===== src/bts_pkg.sv =====
// ----------------------------------------------------------------------------
// bts_pkg
// shared types and constants of the bilinear texture sampler
// ----------------------------------------------------------------------------
`default_nettype none

package bts_pkg;

    localparam int COORD_W = 24;
    localparam int FRAC_W  = 16;
    localparam int DIM_W   = 11;
    localparam int COLOR_W = 8;
    localparam int TEXEL_W = 3 * COLOR_W;
    localparam int CHAN_W  = 16;
    localparam int IDX_W   = 16;
    localparam int ROW_W   = 2 * DIM_W;
    localparam int WT_W    = 2 * FRAC_W + 1;
    localparam int CFG_IDX_W = 2;

    localparam logic [CFG_IDX_W-1:0] CFG_TEX_WIDTH  = 2'd0;
    localparam logic [CFG_IDX_W-1:0] CFG_TEX_HEIGHT = 2'd1;

    localparam logic OP_LOAD   = 1'b0;
    localparam logic OP_SAMPLE = 1'b1;

    typedef struct packed {
        logic                      op;
        logic [IDX_W-1:0]          texel_index;
        logic [COLOR_W-1:0]        texel_red;
        logic [COLOR_W-1:0]        texel_green;
        logic [COLOR_W-1:0]        texel_blue;
        logic signed [COORD_W-1:0] coord_u;
        logic signed [COORD_W-1:0] coord_v;
    } req_t;

    typedef struct packed {
        logic [CHAN_W-1:0] out_red;
        logic [CHAN_W-1:0] out_green;
        logic [CHAN_W-1:0] out_blue;
        logic              size_error;
    } res_t;

    // wrapped coordinates and row offsets handed to the fetch stage
    typedef struct packed {
        logic               valid;
        logic               op;
        logic               err;
        logic               load_ok;
        logic [IDX_W-1:0]   index;
        logic [TEXEL_W-1:0] texel;
        logic [DIM_W-1:0]   u1;
        logic [DIM_W-1:0]   u2;
        logic [FRAC_W-1:0]  fu;
        logic [FRAC_W-1:0]  fv;
        logic [ROW_W-1:0]   row0;
        logic [ROW_W-1:0]   row1;
    } coord_t;

endpackage

`default_nettype wire


===== src/bts_coord.sv =====
// ----------------------------------------------------------------------------
// bts_coord
// two-stage coordinate path: scale, repeat wrap, neighbor rows
// ----------------------------------------------------------------------------
`default_nettype none

module bts_coord #(
    parameter int MAX_TEXELS = 65536,
    parameter int MAX_DIM    = 1024
) (
    input  wire logic                         clk,
    input  wire logic                         rst_n,
    input  wire logic                         en,
    input  wire logic                         take,
    input  wire bts_pkg::req_t                req,
    input  wire logic [bts_pkg::DIM_W-1:0]    tex_width,
    input  wire logic [bts_pkg::DIM_W-1:0]    tex_height,
    output bts_pkg::coord_t                   coord
);

    localparam int PROD_W = bts_pkg::FRAC_W + bts_pkg::DIM_W;

    logic                          s1_valid_reg, s1_valid_next;
    logic                          s1_op_reg;
    logic                          s1_err_reg;
    logic                          s1_load_ok_reg;
    logic [bts_pkg::IDX_W-1:0]     s1_index_reg;
    logic [bts_pkg::TEXEL_W-1:0]   s1_texel_reg;
    logic [PROD_W-1:0]             s1_pu_reg, s1_pv_reg;
    logic [bts_pkg::ROW_W-1:0]     area;
    logic                          err_next;

    bts_pkg::coord_t               s2_reg, s2_next;
    logic [bts_pkg::DIM_W-1:0]     u1, v1, u2, v2;
    logic [bts_pkg::DIM_W:0]       u1_inc, v1_inc;

    assign s1_valid_next = en ? take : s1_valid_reg;

    always_comb
    begin
        area     = bts_pkg::ROW_W'(tex_width) * bts_pkg::ROW_W'(tex_height);
        err_next = (tex_width == '0) || (tex_height == '0)
                 || (32'(tex_width) > 32'(MAX_DIM)) || (32'(tex_height) > 32'(MAX_DIM))
                 || (32'(area) > 32'(MAX_TEXELS));
    end

    always_ff @(posedge clk or negedge rst_n)
    begin
        if (!rst_n)
        begin
            s1_valid_reg <= 1'b0;
        end
        else
        begin
            s1_valid_reg <= s1_valid_next;
        end
    end

    // only the fraction of the coordinate matters after the repeat wrap
    always_ff @(posedge clk)
    begin
        if (en)
        begin
            s1_op_reg      <= req.op;
            s1_err_reg     <= err_next;
            s1_load_ok_reg <= (32'(req.texel_index) < 32'(MAX_TEXELS));
            s1_index_reg   <= req.texel_index;
            s1_texel_reg   <= {req.texel_red, req.texel_green, req.texel_blue};
            s1_pu_reg      <= PROD_W'(req.coord_u[bts_pkg::FRAC_W-1:0]) * PROD_W'(tex_width);
            s1_pv_reg      <= PROD_W'(req.coord_v[bts_pkg::FRAC_W-1:0]) * PROD_W'(tex_height);
        end
    end

    always_comb
    begin
        u1     = s1_pu_reg[PROD_W-1:bts_pkg::FRAC_W];
        v1     = s1_pv_reg[PROD_W-1:bts_pkg::FRAC_W];
        u1_inc = {1'b0, u1} + 1'b1;
        v1_inc = {1'b0, v1} + 1'b1;
        u2     = (u1_inc == {1'b0, tex_width})  ? '0 : u1_inc[bts_pkg::DIM_W-1:0];
        v2     = (v1_inc == {1'b0, tex_height}) ? '0 : v1_inc[bts_pkg::DIM_W-1:0];

        s2_next.valid   = s1_valid_reg;
        s2_next.op      = s1_op_reg;
        s2_next.err     = s1_err_reg;
        s2_next.load_ok = s1_load_ok_reg;
        s2_next.index   = s1_index_reg;
        s2_next.texel   = s1_texel_reg;
        s2_next.u1      = u1;
        s2_next.u2      = u2;
        s2_next.fu      = s1_pu_reg[bts_pkg::FRAC_W-1:0];
        s2_next.fv      = s1_pv_reg[bts_pkg::FRAC_W-1:0];
        s2_next.row0    = bts_pkg::ROW_W'(v1) * bts_pkg::ROW_W'(tex_width);
        s2_next.row1    = bts_pkg::ROW_W'(v2) * bts_pkg::ROW_W'(tex_width);
    end

    always_ff @(posedge clk or negedge rst_n)
    begin
        if (!rst_n)
        begin
            s2_reg <= '0;
        end
        else if (en)
        begin
            s2_reg <= s2_next;
        end
    end

    assign coord = s2_reg;

endmodule

`default_nettype wire


===== config.mk =====
export PLATFORM = sky130hd
export DESIGN_NAME = bts_coord
export DESIGN_NICKNAME = d
export VERILOG_FILES = /design/src/bts_pkg.sv /design/src/bts_coord.sv
export SDC_FILE = /design/constraint.sdc
export NUM_CORES = 2
export LEC_CHECK = 0
export BUFFER_PORTS_ARGS = -buffer_cell sky130_fd_sc_hd__buf_2
export CORE_MARGIN = 2
export CORE_UTILIZATION = 50
export CTS_BUF_LIST = sky130_fd_sc_hd__clkbuf_4 sky130_fd_sc_hd__clkbuf_8
export DETAILED_ROUTE_END_ITERATION = 10
export GPL_TIMING_DRIVEN = 0
export PLACE_DENSITY = 0.68
export SLEW_MARGIN = 15
export SYNTH_ARGS = -nofsm -noshare
export SYNTH_HDL_FRONTEND = slang
export SYNTH_SLANG_ARGS = --single-unit

===== constraint.sdc =====
create_clock -name clk -period 7.85 [get_ports clk]
set_input_delay 1.1775 -clock clk [delete_from_list [all_inputs] [get_ports clk]]
set_output_delay 1.1775 -clock clk [all_outputs]
set_load 0.005 [all_outputs]

# Yosys cells after proc, flatten, opt, wreduce, memory -nomap -nowiden
# Index checks and enable logic that the tools add are counted.
dict set report totals {
  reg_bits 239
  input_bits 115
  out_inout_bits 142
  elab_cells 39
}
dict set report op_classes {
  addsub 2
  n_mul 5
  n_lt_le_gt_ge 3
  eq_ne 2
  n_mux 2
  n_reduce_logical 6
}
# operator count
set ops {}
lappend ops {{multiplier 11 x 11 -> 22 bit} 3}
lappend ops {{multiplier 16 x 11 -> 27 bit} 2}
lappend ops {{adder 11 x 1 -> 12 bit, second input constant} 2}
lappend ops {{equality test 12 x 11 -> 1 bit} 2}
lappend ops {{> comparator 11 bit, second input constant} 2}
lappend ops {{> comparator 22 x 17 -> 1 bit, second input constant} 1}
lappend ops {{logical NOT 11 bit} 2}
lappend ops {{two-way mux 11 bit} 2}
lappend ops {{logical OR 1 bit} 4}

# Depth between registers and ports, before layout
dict set report logic_depth {
  depth_word 5
  mapped_depth 28
  mapped_depth_nobuf 27
}

# Worst setup path after synthesis
# Ideal clock, no wire load.
dict set report synth_timing {
  kind {input to register}
  startpoint {input tex_width[4] (netlist bit)}
  endpoint {register s1_pu_reg[26] (data pin)}
  setup_time_ns 0.259
  arrival_time_ns 6.515
  required_ns 7.591
  setup_slack_ns 1.076
  cell_stages 22
  cell_sequence {clkbuf_1 clkbuf_1 clkbuf_1 nand2_1 fa_1 inv_1 fa_1 inv_1 fa_1 fa_1 fa_1 inv_1 ha_1 and4_1 clkbuf_2 a31o_1 a2111oi_2 o211a_1 nor3_1 a2111oi_4 a21oi_1 xnor2_1}
}
dict set report synth_between {
  elab_chain_len 1
}
# element line_no
set synth_lines {}
lappend synth_lines {{from (decl)} bts_coord.sv:16} ;# input wire logic [bts_pkg::DIM_W-1:0] tex_width,
lappend synth_lines {{multiplier 16 x 11 -> 27 bit} bts_coord.sv:69} ;# s1_pu_reg <= PROD_W'(req.coord_u[bts_pkg::FRAC_W-1:0]) * PROD_W'(tex_width);
lappend synth_lines {{to (signal assigned)} bts_coord.sv:69}
lappend synth_lines {{to (decl)} bts_coord.sv:29} ;# logic [PROD_W-1:0] s1_pu_reg, s1_pv_reg;
# Every way passes these cells.
# A chain may end at the register's enable or synchronous reset.

# Worst setup path in the final report
dict set report layout_timing {
  startpoint {input tex_width[3] (netlist bit)}
  endpoint {register s1_pu_reg[25] (data pin)}
}
# The elaborated chain is that of the path after synthesis.

==> impl_summary.log <==
INFO  metric first_global_vias = 25.1k
INFO  metric totalWireLength = 87.0 mm
INFO  metric area_growth = 10.2%
INFO  metric synth.cell_area = 0.0321 mm²
INFO  metric synth.yosys.warnings = 0
INFO  metric finalSetupViolations = 0
INFO  metric cts.clk_slew.worst_paths = 0.06 ns
INFO  metric clockRootBuffer = clkbuf_8
INFO  metric crit_path_frequent_cell = fa_1
INFO  metric num_vias = 24.2k
INFO  metric netlist.top_cell.by_area = fa_1
INFO  metric critical_path.endpoint = s1_pu_reg[25]
INFO  metric critical_path.top_delay_family = adder cells
INFO  metric count_of_hold_buffers_inserted_by_post_cts_repair = 0
INFO  metric timing.max_slew.rel_slack = 22.8%
INFO  metric dp_hpwl = 69.1 mm
INFO  metric synth_top_cell_area_share = 30.5%
INFO  metric r2r_start = s1_pv_reg[17]
INFO  metric chipHeight = 257 µm
INFO  metric achievable-frequency = between 100 and 150 MHz
INFO  metric tritoncts = yes
INFO  metric insertion_delay = 0.68 ns
INFO  metric avgRoutedWirePerCell = 19.4 µm
INFO  metric timing.hold.ws = roughly 0.47 ns
INFO  metric initial_antenna_violation_count = 16
INFO  metric syn-instance-count = approximately 3.3k
INFO  metric detailedRoute.firstPassIterationCount = 7
INFO  metric number_of_input_and_output_port_buffers_inserted = 234
INFO  metric cts_max_path_buffers = 3
INFO  metric fin_skew = 0.0719 ns
INFO  metric final-hold-violation-count = 0
INFO  metric globalRouteOverflowTotal = 0
INFO  metric clock-sinks = between 200 and 250
INFO  metric worst_r2r_end = coord[20]
INFO  metric fillers = 5756
INFO  metric routabilityCongestion = 0.918
INFO  metric design.portCount = roughly 260
INFO  metric grt_setup_unrepaired = false
INFO  metric met2_wirelength = ~40 mm
INFO  metric commonest_cells_after_routing_fill_and_taps_aside = 585 x inv_1, 490 x fa_1, 458 x nand2_1
INFO  metric ys_async_sr_fraction = 59.8%
INFO  metric grt_max_degree = 93
INFO  metric r2r_cells = 24
INFO  metric synth_cell_types = 73
INFO  metric drt_iter0_markers = 1823
INFO  metric synth_nets = 4227
INFO  metric critical_path_depth = 21
INFO  metric routed_via_density = 5.40
INFO  metric die_w = 257 µm
INFO  metric critical_path.slowest_cell = clkbuf_1
INFO  metric final_nets = 4511
INFO  metric worst_setup_path_end_kind = register
INFO  metric synth_sequential_area_ratio = between 20 and 25%
INFO  metric timing.critical_path.slowest_cell_delay = 0.84 ns
INFO  metric crit_type = in -> reg
INFO  metric met1_layer_wirelength_in_the_final_routing = 35.7 mm
INFO  metric cp_cell_sequence = buf_2 > clkbuf_1 > clkbuf_1 > nand2_1 > fa_1 > fa_1 > inv_1 > fa_1 > inv_1 > fa_1 > fa_1 > inv_1 > ha_1 > a21oi_1 > o21ai_0 > and3_1 > a221o_1 > o41ai_1 > o211ai_1 > o311ai_1 > xnor2_1
INFO  metric timing.reg2reg.setup_slack = 0.43 ns
INFO  metric dieArea = 0.0663 mm²
INFO  metric ranking_of_synthesized_cells_by_area = fa_1 31%, ha_1 12%, dfrtp_1 11%
INFO  metric drcViolationCount = 0
INFO  metric top_layer = met5
INFO  metric largest_register_ffs = 142
INFO  metric run_status = complete, no violations
INFO  metric grt_usage = 27.0%
INFO  metric layout-drive-gt1-share = 12.7%
INFO  metric worstPathArrival = around 8 ns
INFO  metric synthesis.area_per_instance = just under 10 µm²
INFO  metric required = 8.21 ns
INFO  metric most_common_cell_after_layout_fill_and_taps_aside = inv_1
INFO  metric cts-buffers-inserted = 43
INFO  metric synth_register_bits = approximately 240
INFO  metric primary_ff_master_synth = dfrtp_1
INFO  metric met3_length = 8.22 mm
INFO  metric worst_setup_path_startpoint = tex_width[3]
INFO  metric critical_path.startpoint_type = input pin
INFO  metric max_cap_violations = 0
INFO  metric initial_utilization = between 50% and 60%
INFO  metric slew_viol_final = 0
INFO  metric timing.final.crit_share = between 90 and 100%
INFO  metric grt_pass1_wl = about 140 mm
INFO  metric min_period = 7.62 ns
INFO  metric core_region_area = roughly 0.063 mm²
INFO  metric drt.antenna.violating_nets = 0
INFO  metric synth_edf_count = 96
INFO  metric num_rows = 92
INFO  metric min_path_type = in -> async
INFO  metric worst-path-buf-inv = 6
INFO  metric h-tree-depth = 2
INFO  metric crit_fanout = 10
INFO  metric max_slew.worst_pin.slew = 1.16 ns
[worst reg2reg max path, stage by stage, from the launching register on]
cell and delay, ns:
edfxtp_1 0.62, ha_1 0.42, nand3_1 0.18, xor3_1 0.25
and4_1 0.20, nand4_1 0.12, nor4_2 0.43, buf_2 0.31
buf_2 0.27, nor3_1 0.09, fa_1 0.54, fa_1 0.56
fa_1 0.43, fa_1 0.50, inv_1 0.07, fa_1 0.52
inv_1 0.05, ha_1 0.33, a21o_1 0.18, a21o_1 0.21
a31oi_1 0.29, o311ai_0 0.19, a31oi_1 0.22, xnor2_1 0.09
mux2_2 0.26
[repair_timing]
action                                 CTS  global route
setup endpoints to repair                0             5
setup buffers                            0             4
resized for setup                        0             1
endpoints found under the hold margin    0             0
[per-layer routing]
layer  up-vias  track usage [%]
met2       972             43.5
met4        16             9.22
met3       200             7.59
li1      11000                -
met5         -                0
met1     12000             34.9
[synth_stat cells, types with 21 or more instances]
cell type	n
inv_1	585
fa_1	490
nand2_1	458
ha_1	312
and2_1	252
clkbuf_1	149
dfrtp_1	143
mux2_2	116
edfxtp_1	96
nor3_1	90
nor2_1	89
xnor2_1	72
a21oi_1	69
o21ai_0	52
xor2_1	36
nand3_1	31
a21o_1	21
[final cells by class]
| class | instances | area (µm²) | share of cell area [%] |
|---|---|---|---|
| timing repair buffer | 240 | 1270 | 3.59 |
| clock buffer | 62 | 747 | 2.11 |
| inverter | 591 | 2220 | 6.27 |
| clock inverter | 17 | 178 | 0.502 |
| tap | 846 | 1060 | 2.99 |
| buffer | 164 | 628 | 1.77 |
| multi-input combinational | 2315 | 22800 | 64.5 |
| sequential | 239 | 6460 | 18.3 |
| antenna | 8 | 20.0 | 0.0566 |
[worst min path at each step]
stage / from / end / cells past startpoint
finish: rst_n / coord[114] / 1
global route: rst_n / coord[111] / 1
CTS: rst_n / coord[49] / 1
detailed placement: s1_index_reg[1] / coord[123] / 1
global placement: coord[138] / coord[138] / 1
floorplan: s1_texel_reg[23] / coord[121] / 1
[cells by family (layout without fill, tap and decap cells)]
logic type	Yosys count	after routing	synth area share, %
compound gates	261	261	5.42
other cells	0	8	0
xor+xnor	116	116	3.51
mux	119	119	4.16
simple gates	1017	1017	15.2
fa+ha+maj	802	802	42.7
buf+inv	756	1074	8.87
flops	239	239	20.1
[stage by stage]
stage / area [µm²] / setup TNS (ns) / setup WS, ns / std cells / utilization [%]
floorplan: 32100 / 0 / 1.08 / 3310 / -
global placement: 34300 / -0.464 / -0.156 / 4390 / 54.2
detailed placement: 34400 / -0.658 / -0.189 / 4392 / 54.4
CTS: 35300 / 0 / 0.360 / 4471 / 55.8
global route: 35400 / 0 / 0.0528 / 4482 / 55.9
finish: 35400 / 0 / 0.231 / 4482 / 55.9
Power is not shown: default switching activity piles up to over one toggle a cycle in this logic, so the estimate is an artifact.
